`src/hdl/bounded_vector_store_core_macros.svh`:
```
// Assertion macros shared by the bounded vector store modules.
// No dependencies; included by files that carry concurrent checks.
`ifndef BOUNDED_VECTOR_STORE_CORE_MACROS_SVH
`define BOUNDED_VECTOR_STORE_CORE_MACROS_SVH

// Same-cycle implication, disabled while reset is high.
`define BVS_ASSERT_NOW(label, ck, rs, ante, cons, msg) \
  label: assert property (@(posedge ck) disable iff (rs) (ante) |-> (cons)) \
    else $error(msg);

// Next-cycle implication, disabled while reset is high.
`define BVS_ASSERT_NEXT(label, ck, rs, ante, cons, msg) \
  label: assert property (@(posedge ck) disable iff (rs) (ante) |=> (cons)) \
    else $error(msg);

`endif

```
`src/hdl/bvs_pkg.sv`:
```
// Shared types and constants for the bounded vector store.
// Used by the controller, the datapath and the top level; no dependencies.
package bvs_pkg;

  localparam int CAPACITY_DEF = 256;
  localparam int OP_W         = 3;
  localparam int POS_W        = 9;
  localparam int LEN_W        = 9;
  localparam int WORD_W       = 32;
  localparam int STATUS_W     = 2;

  localparam logic signed [WORD_W-1:0] READ_MISS_WORD = -32'sd1;

  typedef enum logic [OP_W-1:0] {
    OP_READ   = 3'd0,
    OP_APPEND = 3'd1,
    OP_POP    = 3'd2,
    OP_INSERT = 3'd3,
    OP_ERASE  = 3'd4,
    OP_RESIZE = 3'd5
  } op_t;

  typedef enum logic [STATUS_W-1:0] {
    ST_DONE    = 2'd0,
    ST_IGNORED = 2'd1,
    ST_FULL    = 2'd2
  } status_t;

  typedef enum logic [1:0] {
    RK_PLAIN,
    RK_HIT,
    RK_MISS
  } res_kind_t;

  typedef enum logic [3:0] {
    DP_NONE,
    DP_LOAD,
    DP_READ_POS,
    DP_APPEND,
    DP_POP,
    DP_SETUP_UP,
    DP_STEP_UP,
    DP_PUT_POS,
    DP_SETUP_DN,
    DP_STEP_DN,
    DP_DEC,
    DP_SET_LEN,
    DP_SETUP_FILL,
    DP_FILL,
    DP_FILL_END
  } dp_op_t;

  typedef struct packed {
    dp_op_t    op;
    logic      res_load;
    status_t   res_status;
    res_kind_t res_kind;
  } dp_cmd_t;

  typedef struct packed {
    op_t  op;
    logic pos_lt_cnt;
    logic pos_gt_cnt;
    logic cnt_full;
    logic cnt_zero;
    logic nlen_gt_cap;
    logic nlen_gt_cnt;
    logic mv_busy;
    logic fill_last;
  } dp_stat_t;

  typedef enum logic [2:0] {
    S_IDLE,
    S_EXEC,
    S_RDWAIT,
    S_UP,
    S_DN,
    S_FILL
  } state_t;

endpackage

```
`src/hdl/bvs_ctrl.sv`:
```
// Controller state machine for the bounded vector store.
// Depends on bvs_pkg and the shared assertion macro header.
`include "bounded_vector_store_core_macros.svh"

module bvs_ctrl import bvs_pkg::*; (
  input  logic     clk,
  input  logic     rst,
  input  logic     in_valid,
  output logic     in_ready,
  output logic     out_valid,
  input  logic     out_ready,
  input  dp_stat_t stat,
  output dp_cmd_t  cmd
);

  state_t state;
  state_t state_next;
  logic   slot_free;

  // A result may be written when the output register is empty or being drained.
  assign slot_free = !out_valid || out_ready;

  always_ff @(posedge clk) begin
    if (rst) begin
      state     <= S_IDLE;
      out_valid <= 1'b0;
    end else begin
      state <= state_next;
      if (cmd.res_load) begin
        out_valid <= 1'b1;
      end else if (out_ready) begin
        out_valid <= 1'b0;
      end
    end
  end

  always_comb begin
    state_next = state;
    unique case (state)
      S_IDLE: begin
        if (in_valid) state_next = S_EXEC;
      end
      S_EXEC: begin
        if (slot_free) begin
          state_next = S_IDLE;
          unique case (stat.op)
            OP_READ: begin
              if (stat.pos_lt_cnt) state_next = S_RDWAIT;
            end
            OP_INSERT: begin
              if (!stat.pos_gt_cnt && !stat.cnt_full) state_next = S_UP;
            end
            OP_ERASE: begin
              if (stat.pos_lt_cnt) state_next = S_DN;
            end
            OP_RESIZE: begin
              if (!stat.nlen_gt_cap && stat.nlen_gt_cnt) state_next = S_FILL;
            end
            default: state_next = S_IDLE;
          endcase
        end
      end
      S_RDWAIT: begin
        if (slot_free) state_next = S_IDLE;
      end
      S_UP, S_DN: begin
        if (!stat.mv_busy && slot_free) state_next = S_IDLE;
      end
      S_FILL: begin
        if (stat.fill_last && slot_free) state_next = S_IDLE;
      end
      default: state_next = S_IDLE;
    endcase
  end

  always_comb begin
    cmd      = '{op: DP_NONE, res_load: 1'b0, res_status: ST_DONE, res_kind: RK_PLAIN};
    in_ready = (state == S_IDLE);
    unique case (state)
      S_IDLE: begin
        if (in_valid) cmd.op = DP_LOAD;
      end
      S_EXEC: begin
        if (slot_free) begin
          unique case (stat.op)
            OP_READ: begin
              if (stat.pos_lt_cnt) begin
                cmd.op = DP_READ_POS;
              end else begin
                cmd.res_load   = 1'b1;
                cmd.res_status = ST_IGNORED;
                cmd.res_kind   = RK_MISS;
              end
            end
            OP_APPEND: begin
              cmd.res_load = 1'b1;
              if (stat.cnt_full) begin
                cmd.res_status = ST_FULL;
              end else begin
                cmd.op = DP_APPEND;
              end
            end
            OP_POP: begin
              cmd.res_load = 1'b1;
              if (stat.cnt_zero) begin
                cmd.res_status = ST_IGNORED;
              end else begin
                cmd.op = DP_POP;
              end
            end
            OP_INSERT: begin
              // The range check wins over the full check.
              if (stat.pos_gt_cnt) begin
                cmd.res_load   = 1'b1;
                cmd.res_status = ST_IGNORED;
              end else if (stat.cnt_full) begin
                cmd.res_load   = 1'b1;
                cmd.res_status = ST_FULL;
              end else begin
                cmd.op = DP_SETUP_UP;
              end
            end
            OP_ERASE: begin
              if (stat.pos_lt_cnt) begin
                cmd.op = DP_SETUP_DN;
              end else begin
                cmd.res_load   = 1'b1;
                cmd.res_status = ST_IGNORED;
              end
            end
            OP_RESIZE: begin
              if (stat.nlen_gt_cap) begin
                cmd.res_load   = 1'b1;
                cmd.res_status = ST_IGNORED;
              end else if (stat.nlen_gt_cnt) begin
                cmd.op = DP_SETUP_FILL;
              end else begin
                cmd.op       = DP_SET_LEN;
                cmd.res_load = 1'b1;
              end
            end
            default: begin
              cmd.res_load   = 1'b1;
              cmd.res_status = ST_IGNORED;
            end
          endcase
        end
      end
      S_RDWAIT: begin
        if (slot_free) begin
          cmd.res_load = 1'b1;
          cmd.res_kind = RK_HIT;
        end
      end
      S_UP: begin
        if (stat.mv_busy) begin
          cmd.op = DP_STEP_UP;
        end else if (slot_free) begin
          cmd.op       = DP_PUT_POS;
          cmd.res_load = 1'b1;
        end
      end
      S_DN: begin
        if (stat.mv_busy) begin
          cmd.op = DP_STEP_DN;
        end else if (slot_free) begin
          cmd.op       = DP_DEC;
          cmd.res_load = 1'b1;
        end
      end
      S_FILL: begin
        if (!stat.fill_last) begin
          cmd.op = DP_FILL;
        end else if (slot_free) begin
          cmd.op       = DP_FILL_END;
          cmd.res_load = 1'b1;
        end
      end
      default: cmd.op = DP_NONE;
    endcase
  end

  `BVS_ASSERT_NOW(a_load_into_free_slot, clk, rst, cmd.res_load, !out_valid || out_ready, "result written over a waiting beat")
  `BVS_ASSERT_NEXT(a_accept_starts_exec, clk, rst, in_valid && in_ready, state == S_EXEC, "accepted beat did not start execution")
  `BVS_ASSERT_NEXT(a_valid_only_from_load, clk, rst, !out_valid && !cmd.res_load, !out_valid, "output valid rose without a result")

endmodule

```
`config.mk`:
```
export PLATFORM = sky130hd
export DESIGN_NAME = bvs_ctrl
export DESIGN_NICKNAME = d
export VERILOG_FILES = /design/src/hdl/bvs_pkg.sv /design/src/hdl/bvs_ctrl.sv
export VERILOG_INCLUDE_DIRS = /design/src /design/src/hdl
export SDC_FILE = /design/constraint.sdc
export NUM_CORES = 1
export LEC_CHECK = 0
export BUFFER_PORTS_ARGS = -buffer_cell sky130_fd_sc_hd__buf_2
export CAP_MARGIN = 20
export CORE_AREA = 2 2 39 41
export CTS_CLUSTER_SIZE = 30
export DETAILED_ROUTE_END_ITERATION = 10
export DIE_AREA = 0 0 41 43
export PLACE_DENSITY = 0.76
export SLEW_MARGIN = 20
export SYNTH_ARGS = -nofsm -noshare
export SYNTH_HDL_FRONTEND = slang
export SYNTH_SLANG_ARGS = --single-unit
```
`constraint.sdc`:
```
create_clock -name clk -period 2.5 [get_ports clk]
set_input_delay 0 -clock clk [delete_from_list [all_inputs] [get_ports clk]]
set_output_delay 0 -clock clk [all_outputs]
set_load 0.01 [all_outputs]
```
# == Yosys cells after proc, flatten, opt, wreduce, memory -nomap -nowiden ==
# Index checks and enable logic that the tools add are counted.
# totals
word_cells,82
out_inout_bits,11
input_bits,15
register_bits,4
# op_classes
n_eq_ne,15
n_reduce_logical,15
muxes,50
# op_table
op,count
$mux 3,15
$pmux 4 s6,1
$mux 4,5
$pmux 4 s5,1
$pmux 3 s6,1
$mux 5,3
$pmux 3 s5,1
$mux 2,7
$eq 3x2->1 const B,4
$eq 3x3->1 const B,4
$mux 1,12
$pmux 3 s4,1
$ne 2x2->1 const B,5
$mux 9,1
$eq 3x1->1 const B,2
$logic_not 3->1,2
$logic_not 1->1,5
$pmux 1 s5,1
$reduce_and 5->1,1
$logic_and 1x1->1,4
$pmux 2 s2,1
$reduce_bool 2->1,1
$reduce_or 2->1,1
$logic_or 1x1->1,1

# == Depth between registers and ports, before layout ==
# Gate-level depths: netlist (run 1).
# depth
word_depth,6
depth_mapped,7
depth_no_buf,5

# == Least setup slack after synthesis (run 1) ==
# OpenSTA, ideal clock, no wires.
# synth_timing
path_kind,register -> output
startpoint,register out_valid
endpoint,output cmd[1] (netlist bit)
n_path_buf,2
t_required_ns,2.500
arrival_ns,1.522
path_stages_with_launch,6
setup_slack_ns,0.978
cell_sequence,dfxtp_1 nor2b_4 buf_6 or3_1 clkbuf_1 nor4b_1
# synth_lines
element,line_no,source
"start, declared",bvs_ctrl.sv:10,"output logic out_valid,"
"start signal, assigned",bvs_ctrl.sv:26,out_valid <= 1'b0;
"start signal, assigned",bvs_ctrl.sv:30,out_valid <= 1'b1;
"start signal, assigned",bvs_ctrl.sv:32,out_valid <= 1'b0;
"end, declared",bvs_ctrl.sv:13,output dp_cmd_t cmd

==> Flow_metrics.wiki, run 1 <==
{| class="wikitable"
! Metric !! Value
|-
| Post-synthesis sequential area ratio || 12.7%
|-
| Clock latency reported for the late side of the worst-skew pair || 240 ps
|-
| #FFs+latches synth || 4
|-
| Standard cell core area || 1380 um2
|-
| Number of levels in the clock H-tree || 1
|-
| 1st-iter DRT viols || 16
|-
| First-pass GRT wire length || 2420 um
|-
| Int Power || 0.195 mW
|-
| Status || completed
|-
| Pre-CTS setup slack || 786 ps
|-
| Net count after synthesis || 113
|-
| Total I/O pin count || 26
|-
| Switching component of the power || 0.129 mW
|-
| Final cell area excluding filler cells || 768 um2
|-
| Instance area at placement || 736 um2
|-
| Worst min-delay path class || in -> reg
|-
| Power per standard cell area || 422 nW/um2
|-
| Cts-stage hold buffer count || 1
|-
| Relative contribution of the clock network to total power || 25.4%
|-
| Number of buffers created by CTS || 3
|-
| Most used flip-flop cell after synthesis || sky130_fd_sc_hd__dfxtp_1
|-
| Via count of the first global-routing pass || 581
|-
| Final setup violation count || 0
|-
| Number of port buffers || 25
|-
| Hold Vio Cnt, Final || 0
|-
| Final standard cell count with taps included and fillers excluded || 135
|-
| Required time reported for the critical path endpoint || 2500 ps
|-
| Number of DRC violations after detailed routing || 0
|-
| Sequential power share || 27.4%
|-
| Max-Cap Viols || 0
|-
| Slowest-stage cell, CP || sky130_fd_sc_hd__dfxtp_1
|-
| Area of the die || 1760 um2
|-
| Vias per cell || 5.76
|-
| Final ANT Viol Nets || 0
|-
| Cell Area, Synth || 631 um2
|-
| Last weighted congestion value of the routability-driven placer || 0.781
|-
| Clk pin slew, worst setup/hold paths || 40 ps
|-
| Effective utilization at floorplan || 45.6%
|-
| Count of distinct cell types in the synthesized netlist || 39
|-
| Number of cells in the design after placement || 131
|-
| Gate count after technology mapping || 98
|-
| Largest net degree at the start of global routing || 18
|-
| Total global-route track usage || 18.6%
|-
| Switching Share || 39.8%
|-
| Maximum vdd drop || 0.231 mV
|-
| Worst slew margin relative to its limit || 66.0%
|-
| Most frequent cells in the layout || 25 x sky130_fd_sc_hd__buf_2, 15 x sky130_fd_sc_hd__nor2_1, 11 x sky130_fd_sc_hd__a21oi_1
|-
| Type of the setup path with the least slack || reg -> out
|-
| Fraction of layout instances using a drive strength above 1 || 27.7%
|-
| Final Max Slew Viols || 0
|-
| Average footprint of a synthesized cell || 6.43 um2
|-
| Critical path startpoint category || flip-flop
|-
| EDFF count, synth || 0
|-
| Final routed wirelength across all metal layers || 1660 um
|-
| Horiz. Die Dim || 41 um
|-
| Post-synthesis to final-layout area growth || 21.8%
|-
| HPWL after detailed placement || 1250 um
|-
| DIE HEIGHT || 43 um
|-
| Filler Cell Count || 143
|-
| Min cycle time layout || 1970 ps
|-
| Commonest non-fill, non-tap cell in the layout || sky130_fd_sc_hd__buf_2
|-
| Final worst-path cycle share || 78.8%
|-
| Arrival time at the worst endpoint || 1970 ps
|-
| Post-layout net count || 136
|-
| Crit. End Element || output port
|-
| Number of post-CTS setup repair buffers || 0
|-
| Antenna violations before repair || 0
|-
| TritonCTS clock tree || yes
|-
| Routed len/inst || 12.3 um
|-
| Number of resized instances in the post-cts repair step || 0
|-
| Proportion of register bits with asynchronous set or reset after synthesis || 0%
|-
| Combinational share of power || 47.2%
|-
| Maximum buffer depth of the clock tree || 2
|-
| Number of warning messages in the yosys log || 0
|-
| Total Negative Setup Slacks || 0 ps
|-
| Slack of the critical path || 530 ps
|-
| Via count || 778
|-
| Sinks on Clock Net || 4
|-
| Static leakage || 0.320 nW
|-
| Overflow after GRT || 0
|-
| Cell-by-cell listing of the critical path || nand2b_1, or3_1, a221o_1, o21ai_0, buf_2
|-
| Maximum clock frequency || 508 MHz
|-
| Top fanout value on the critical path || 16
|-
| Unrepaired setup endpoints after global routing || no
|-
| Antenna diodes || 0
|-
| Actual slew at the worst max-slew pin || 509 ps
|-
| CP max stage delay || 590 ps
|-
| Root Buffer || sky130_fd_sc_hd__clkbuf_4
|-
| Iteration count of the initial detailed-routing pass || 4
|-
| Post-Route Skew || 9.64 ps
|-
| Number of rows created at floorplan || 14
|}
==> synth_stat cells, drive strengths merged (2+ instances only) <==
cell    count  area [um2]
nor2b       7        51.3
o21ai       8        43.8
nor3b       2        20.0
nor3        2        10.0
o31a        2        17.5
nor2       15        56.3
clkbuf      5        18.8
nand3       2        10.0
nand3b      2        15.0
nand2b      5        31.3
buf         3        21.3
a21oi      11        55.1
nand4       2        12.5
dfxtp       4        80.1
nand2       6        22.5
a31oi       2        12.5
or3         2        12.5
==> worst paths after layout <==
path | startpoint | to | slack, ps | cells past startpoint
max | state[0] | cmd[5] | 530 | 5
max reg2reg | state[0] | state[0] | 790 | 5
min | in_valid | state[1] | 220 | 5
min reg2reg | state[1] | state[1] | 690 | 2
==> stage by stage <==
step                utilization, %  power, mW  hold slack, ps
floorplan                        -      0.194            69.1
global placement              53.2      0.238             238
detailed placement            53.2      0.240             223
CTS                           55.5      0.326             202
global route                  55.5      0.347             235
finish                        55.5      0.324             215
==> per-layer routing <==
layer,track usage [%],share of wire (%)
met1,26.8,46
met2,30.9,50
met3,1.57,3.7
met4,0,0
met5,0,0
==> power by group through the flow <==
stage                     registers (mW)  logic, mW  clock network, mW
after floorplan                   0.0791      0.114                  0
after global placement            0.0876      0.150                  0
after detailed placement          0.0888      0.151                  0
after CTS                         0.0881      0.154             0.0846
after global routing              0.0913      0.168             0.0872
final                             0.0888      0.153             0.0825
==> critical path, delay by kind of cell, from the launching register on <==
kind | cells | cell delay [ps]
DFF | 1 | 590
and+or+nand+nor | 2 | 580
AOI/OAI and AO/OA | 2 | 420
buffers and inverters | 1 | 150
==> registers in the layout, summed over array words and instances (netlist names) <==
register and flops:
state 3, out_valid 1
==> cells by family after synthesis <==
logic type	count (synthesis)	share of synthesized area [%]
simple gates	52	46.4
compound gates	32	32.1
buf+inv	9	6.94
flops	4	12.7
mux	1	1.79
==> layout make-up <==
type	instances	area [um2]	share of cell area [%]
multi-input cells	85	507	66.0
repair buffers	26	135	17.6
flip-flops and latches	4	80.1	10.4
clock buffers	3	22.5	2.93
well taps	16	20.0	2.61
inverters	1	3.75	0.489
No activity file was read; power rests on OpenSTA's default activity.
==> run 2: changes to the inputs <==
CORE_AREA = default   (was 2 2 39 41)
CORE_UTILIZATION = 46   (was default)
DIE_AREA = default   (was 0 0 41 43)
PLACE_DENSITY = 0.74   (was 0.76)
clock period = 2 ns   (was 2.5 ns; I/O delays follow)
==> Flow_metrics.wiki, run 2 (synthesis results as in run 1) <==
{| class="wikitable"
! Metric !! Value
|-
| Critical path depth || 5
|-
| Maximum vdd drop || 0.542 mV
|-
| Clock latency reported for the late side of the worst-skew pair || 240 ps
|-
| Utilization after layout || 64.7%
|-
| Count of cells along the worst register-to-register path || 5
|-
| Final Max Slew Viols || 0
|-
| Worst min-delay path class || in -> reg
|-
| Instance area at placement || 733 um2
|-
| Number of DRC violations after detailed routing || 0
|-
| Antenna diodes || 0
|-
| Final ANT Viol Nets || 0
|-
| Buffering stage count on the worst path with inverters included || 1
|-
| Number of buffers created by CTS || 3
|-
| Filler Cell Count || 108
|-
| DIE HEIGHT || 39.0 um
|-
| Post-layout net count || 136
|-
| Slowest-stage cell, CP || sky130_fd_sc_hd__dfxtp_2
|-
| Last weighted congestion value of the routability-driven placer || 0.823
|-
| Actual slew at the worst max-slew pin || 505 ps
|-
| Total I/O pin count || 26
|-
| HPWL after detailed placement || 1190 um
|-
| Maximum clock frequency || 570 MHz
|-
| Number of cells in the design after placement || 129
|-
| Final routed wirelength across all metal layers || 1630 um
|-
| Number of post-CTS setup repair buffers || 0
|-
| Via count || 811
|-
| Cell-by-cell listing of the critical path || nand2b_1, or3_1, a221o_1, o21ai_0, buf_2
|-
| Effective utilization at floorplan || 53.2%
|-
| Min cycle time layout || 1750 ps
|-
| Iteration count of the initial detailed-routing pass || 4
|-
| Vias per cell || 6.10
|-
| Number of rows created at floorplan || 12
|-
| Overflow after GRT || 0
|-
| Critical path startpoint category || flip-flop
|-
| CP max stage delay || 470 ps
|-
| Horiz. Die Dim || 39.0 um
|-
| Sinks on Clock Net || 4
|-
| Final setup violation count || 0
|-
| Routed len/inst || 12.2 um
|-
| Number of port buffers || 25
|-
| Crit. End Element || output port
|-
| Status || completed
|-
| Clk pin slew, worst setup/hold paths || 40 ps
|-
| Required time reported for the critical path endpoint || 2000 ps
|-
| TritonCTS clock tree || yes
|-
| Largest registers in the final layout || state: 3 flops, out_valid: 1 flops
|-
| Slack of the critical path || 246 ps
|-
| Worst slew margin relative to its limit || 66.3%
|-
| First-pass GRT wire length || 2650 um
|-
| 1st-iter DRT viols || 24
|-
| Root Buffer || sky130_fd_sc_hd__clkbuf_4
|-
| Fraction of layout instances using a drive strength above 1 || 28.6%
|-
| Commonest non-fill, non-tap cell in the layout || sky130_fd_sc_hd__buf_2
|-
| Total Negative Setup Slacks || 0 ps
|-
| Hold Vio Cnt, Final || 0
|-
| Final standard cell count with taps included and fillers excluded || 133
|-
| Arrival time at the worst endpoint || 1750 ps
|-
| Total global-route track usage || 24.7%
|-
| Post-Route Skew || 8.81 ps
|-
| Antenna violations before repair || 0
|-
| Register containing the most flip-flops in the final layout || state
|-
| Via count of the first global-routing pass || 610
|-
| Instance count along the most critical hold path || 3
|-
| Final worst-path cycle share || 87.7%
|-
| Cell family with the largest share of critical-path delay || simple AND/OR/NAND/NOR gates
|-
| Unrepaired setup endpoints after global routing || no
|-
| Standard cell core area || 1190 um2
|-
| Largest net degree at the start of global routing || 18
|-
| Static leakage || 0.320 nW
|-
| Area of the die || 1520 um2
|-
| Max-Cap Viols || 0
|-
| Flip-flop count of the largest register, all copies and words added || 3
|-
| Power per standard cell area || 533 nW/um2
|-
| Final cell area excluding filler cells || 767 um2
|-
| Pre-CTS setup slack || 351 ps
|-
| Number of levels in the clock H-tree || 1
|-
| Post-synthesis to final-layout area growth || 21.6%
|-
| Top fanout value on the critical path || 16
|-
| Most frequent cells in the layout || 25 x sky130_fd_sc_hd__buf_2, 15 x sky130_fd_sc_hd__nor2_1, 11 x sky130_fd_sc_hd__a21oi_1
|-
| Maximum buffer depth of the clock tree || 2
|-
| Type of the setup path with the least slack || reg -> out
|-
| Reg2reg setup slack || 420 ps
|}
run 2: changes by cell type in the layout (fill, tap and decap cells not counted):
cell,before,now
sky130_fd_sc_hd__dfxtp_1,4,3
sky130_fd_sc_hd__dfxtp_2,0,1
run 2: metrics by stage:
step / power, mW / hold slack (ps)
after floorplan: 0.242 / 69.1
after global placement: 0.298 / 234
after detailed placement: 0.299 / 225
after CTS: 0.408 / 195
after global routing: 0.439 / 242
final: 0.408 / 210
run 2: cell type report:
type                    count  area [um2]  area share [%]
clock buffers               3        22.5            2.94
inverters                   1        3.75           0.489
multi-input cells          85         507            66.1
flip-flops and latches      4        81.3            10.6
well taps                  14        17.5            2.28
repair buffers             26         135            17.6
run 2: final timing paths:
check / to / start
hold reg to reg: state[1] / state[1]
setup / recovery: cmd[5] / state[0]
hold / removal: state[1] / stat[10]
setup reg to reg: state[1] / state[0]
run 2: tightest hold or removal path: cells and delay by family:
family / cells / cell delay [ps]
AOI/OAI and AO/OA: 1 / 50
and+or+nand+nor: 1 / 140
buffers and inverters: 1 / 200
run 2: metal layers:
| layer | vias to the layer above | GRT usage [%] | routed length [um] |
|---|---|---|---|
| met5 | - | 0 | 0 |
| met4 | 0 | 5.17 | 13 |
| met3 | 2 | 3.47 | 116 |
| met2 | 40 | 40.8 | 708 |
| met1 | 363 | 33.6 | 790 |
| li1 | 406 | - | - |
run 2: what timing repair did:
action	CTS	global route
resized for setup	0	1
hold buffers	1	0
hold endpoints to repair	3	0
endpoints found under the setup margin	0	4
run 2: report_power, final:
part	total, mW	internal (mW)	switching (mW)
Clock	0.105	0.0674	0.0373
Combinational	0.192	0.0877	0.104
Sequential	0.112	0.0902	0.0220
Total	0.408	0.245	0.163
==> run 3: changes to the inputs <==
REMOVE_ABC_BUFFERS = 1   (was default)
==> Flow_metrics.wiki, run 3 (synthesis results as in run 1) <==
{| class="wikitable"
! Metric !! Value
|-
| Arrival time at the worst endpoint || 1770 ps
|-
| Clk pin slew, worst setup/hold paths || 50 ps
|-
| Largest net degree at the start of global routing || 18
|-
| Largest registers in the final layout || state: 3 flops, out_valid: 1 flops
|-
| Unrepaired setup endpoints after global routing || no
|-
| Min cycle time layout || 1770 ps
|-
| Clock latency reported for the late side of the worst-skew pair || 250 ps
|-
| Register containing the most flip-flops in the final layout || state
|-
| Last weighted congestion value of the routability-driven placer || 0.802
|-
| Iteration count of the initial detailed-routing pass || 4
|-
| Sinks on Clock Net || 4
|-
| Maximum vdd drop || 0.503 mV
|-
| Horiz. Die Dim || 39.0 um
|-
| Routed len/inst || 11.8 um
|-
| Max-Cap Viols || 0
|-
| Crit. End Element || output port
|-
| Maximum buffer depth of the clock tree || 2
|-
| Overflow after GRT || 0
|-
| Met2 Resource Use GR || 35.8%
|-
| Total global-route track usage || 23.6%
|-
| Total I/O pin count || 26
|-
| Number of DRC violations after detailed routing || 0
|-
| TritonCTS clock tree || yes
|-
| HP Start || in_valid
|-
| Antenna violations before repair || 0
|-
| Cell-by-cell listing of the critical path || or3_1, a221o_1, o21ai_0, buf_2
|-
| Commonest non-fill, non-tap cell in the layout || sky130_fd_sc_hd__buf_2
|-
| Static leakage || 0.320 nW
|-
| Number of post-CTS setup repair buffers || 0
|-
| Worst slew margin relative to its limit || 66.5%
|-
| Number of rows created at floorplan || 12
|-
| Vias per cell || 5.83
|-
| Final Max Slew Viols || 0
|-
| Final setup violation count || 0
|-
| 1st-iter DRT viols || 25
|-
| Total Negative Setup Slacks || 0 ps
|-
| Number of buffers created by CTS || 3
|-
| Maximum clock frequency || 563 MHz
|-
| Final routed wirelength across all metal layers || 1570 um
|-
| Final cell area excluding filler cells || 767 um2
|-
| Cell family with the largest share of critical-path delay || simple AND/OR/NAND/NOR gates
|-
| Instance count along the most critical hold path || 5
|-
| HPWL after detailed placement || 1190 um
|-
| Actual slew at the worst max-slew pin || 502 ps
|-
| Slowest-stage cell, CP || sky130_fd_sc_hd__or3_1
|-
| CP max stage delay || 560 ps
|-
| Antenna diodes || 0
|-
| First-pass GRT wire length || 2530 um
|-
| Final ANT Viol Nets || 0
|-
| Effective utilization at floorplan || 53.2%
|-
| Utilization after layout || 64.7%
|-
| Layer with the highest usage after global routing || met2
|-
| Worst hold endpoint || state[1]
|-
| Count of cells along the worst register-to-register path || 4
|-
| Sequential Area || 81.3 um2
|-
| Most frequent cells in the layout || 25 x sky130_fd_sc_hd__buf_2, 15 x sky130_fd_sc_hd__nor2_1, 11 x sky130_fd_sc_hd__a21oi_1
|-
| Standard cell core area || 1190 um2
|-
| Post-Route Skew || 12.4 ps
|-
| Power per standard cell area || 532 nW/um2
|-
| Worst min-delay path class || in -> reg
|-
| Status || completed
|-
| Area of combinational cells with multiple inputs || 507 um2
|-
| Via count of the first global-routing pass || 596
|-
| Area of the die || 1520 um2
|-
| DIE HEIGHT || 39.0 um
|-
| Type of the setup path with the least slack || reg -> out
|-
| Required time reported for the critical path endpoint || 2000 ps
|-
| Post-layout net count || 136
|-
| Number of levels in the clock H-tree || 1
|-
| Critical R2R Launch || state[1]
|-
| Met1 usage in global routing || 34.5%
|-
| Flip-flop count of the largest register, all copies and words added || 3
|-
| Final worst-path cycle share || 88.7%
|-
| Reg2reg setup slack || 430 ps
|-
| Buffering stage count on the worst path with inverters included || 1
|-
| Root Buffer || sky130_fd_sc_hd__clkbuf_4
|-
| Post-synthesis to final-layout area growth || 21.6%
|-
| Instance area at placement || 733 um2
|-
| Number of port buffers || 25
|-
| Filler Cell Count || 115
|-
| Fraction of layout instances using a drive strength above 1 || 28.6%
|-
| Via count || 775
|-
| Hold Vio Cnt, Final || 0
|-
| Met3 layer usage reported by global route || 6.94%
|-
| Critical path startpoint category || flip-flop
|-
| Top fanout value on the critical path || 17
|-
| Worst reg2reg endpoint || out_valid
|}
-- run 3: timing repair --
| item | CTS | global route |
|---|---|---|
| resized for setup | 0 | 1 |
| endpoints found under the hold margin | 3 | 0 |
| hold buffers | 1 | 0 |
| endpoints found under the setup margin | 0 | 2 |
-- run 3: worst max-delay path by stage --
stage / from / to / slack (ps) / cells after the start
after global routing: state[2] / cmd[4] / 130 / 5
after CTS: state[0] / cmd[5] / 90 / 5
final: state[1] / cmd[5] / 230 / 4
after detailed placement: state[0] / cmd[5] / 350 / 5
after floorplan: state[0] / state[1] / 530 / 5
after global placement: state[0] / state[1] / 390 / 5
-- run 3: cell type report --
| type | count | share of cell area (%) |
|---|---|---|
| multi-input combinational | 85 | 66.1 |
| timing repair buffer | 26 | 17.6 |
| sequential | 4 | 10.6 |
| clock buffer | 3 | 2.94 |
| tap | 14 | 2.28 |
| inverter | 1 | 0.489 |
-- run 3: through the flow --
stage               cells  setup WS [ps]  total power [mW]  hold slack (ps)
finish                133            225             0.408              190
global route          133            126             0.442              228
CTS                   133           91.2             0.410              177
detailed placement    129            347             0.299              228
global placement      129            390             0.297              235
floorplan              90            528             0.225             51.0
-- run 3: where the power goes --
group	leakage, nW	switching [mW]	total, mW	internal, mW
logic	0.274	0.103	0.191	0.0877
clock network	0.0138	0.0385	0.106	0.0675
registers	0.0330	0.0213	0.111	0.0901
total	0.320	0.163	0.408	0.245
-- run 3: metal layers --
| layer | up-vias | wire, um | part of all wire (%) |
|---|---|---|---|
| li1 | 404 | - | - |
| met1 | 330 | 753 | 48 |
| met2 | 41 | 675 | 43 |
| met3 | 0 | 136 | 8.7 |
| met4 | 0 | 0 | 0 |
| met5 | - | 0 | 0 |
-- run 3: worst register-to-register path, cell delays in order (launching register included) --
cell and delay [ps]:
sky130_fd_sc_hd__dfxtp_1 630, sky130_fd_sc_hd__or3_1 350, sky130_fd_sc_hd__nor3b_2 90, sky130_fd_sc_hd__nor4_1 320
sky130_fd_sc_hd__nor2_1 60
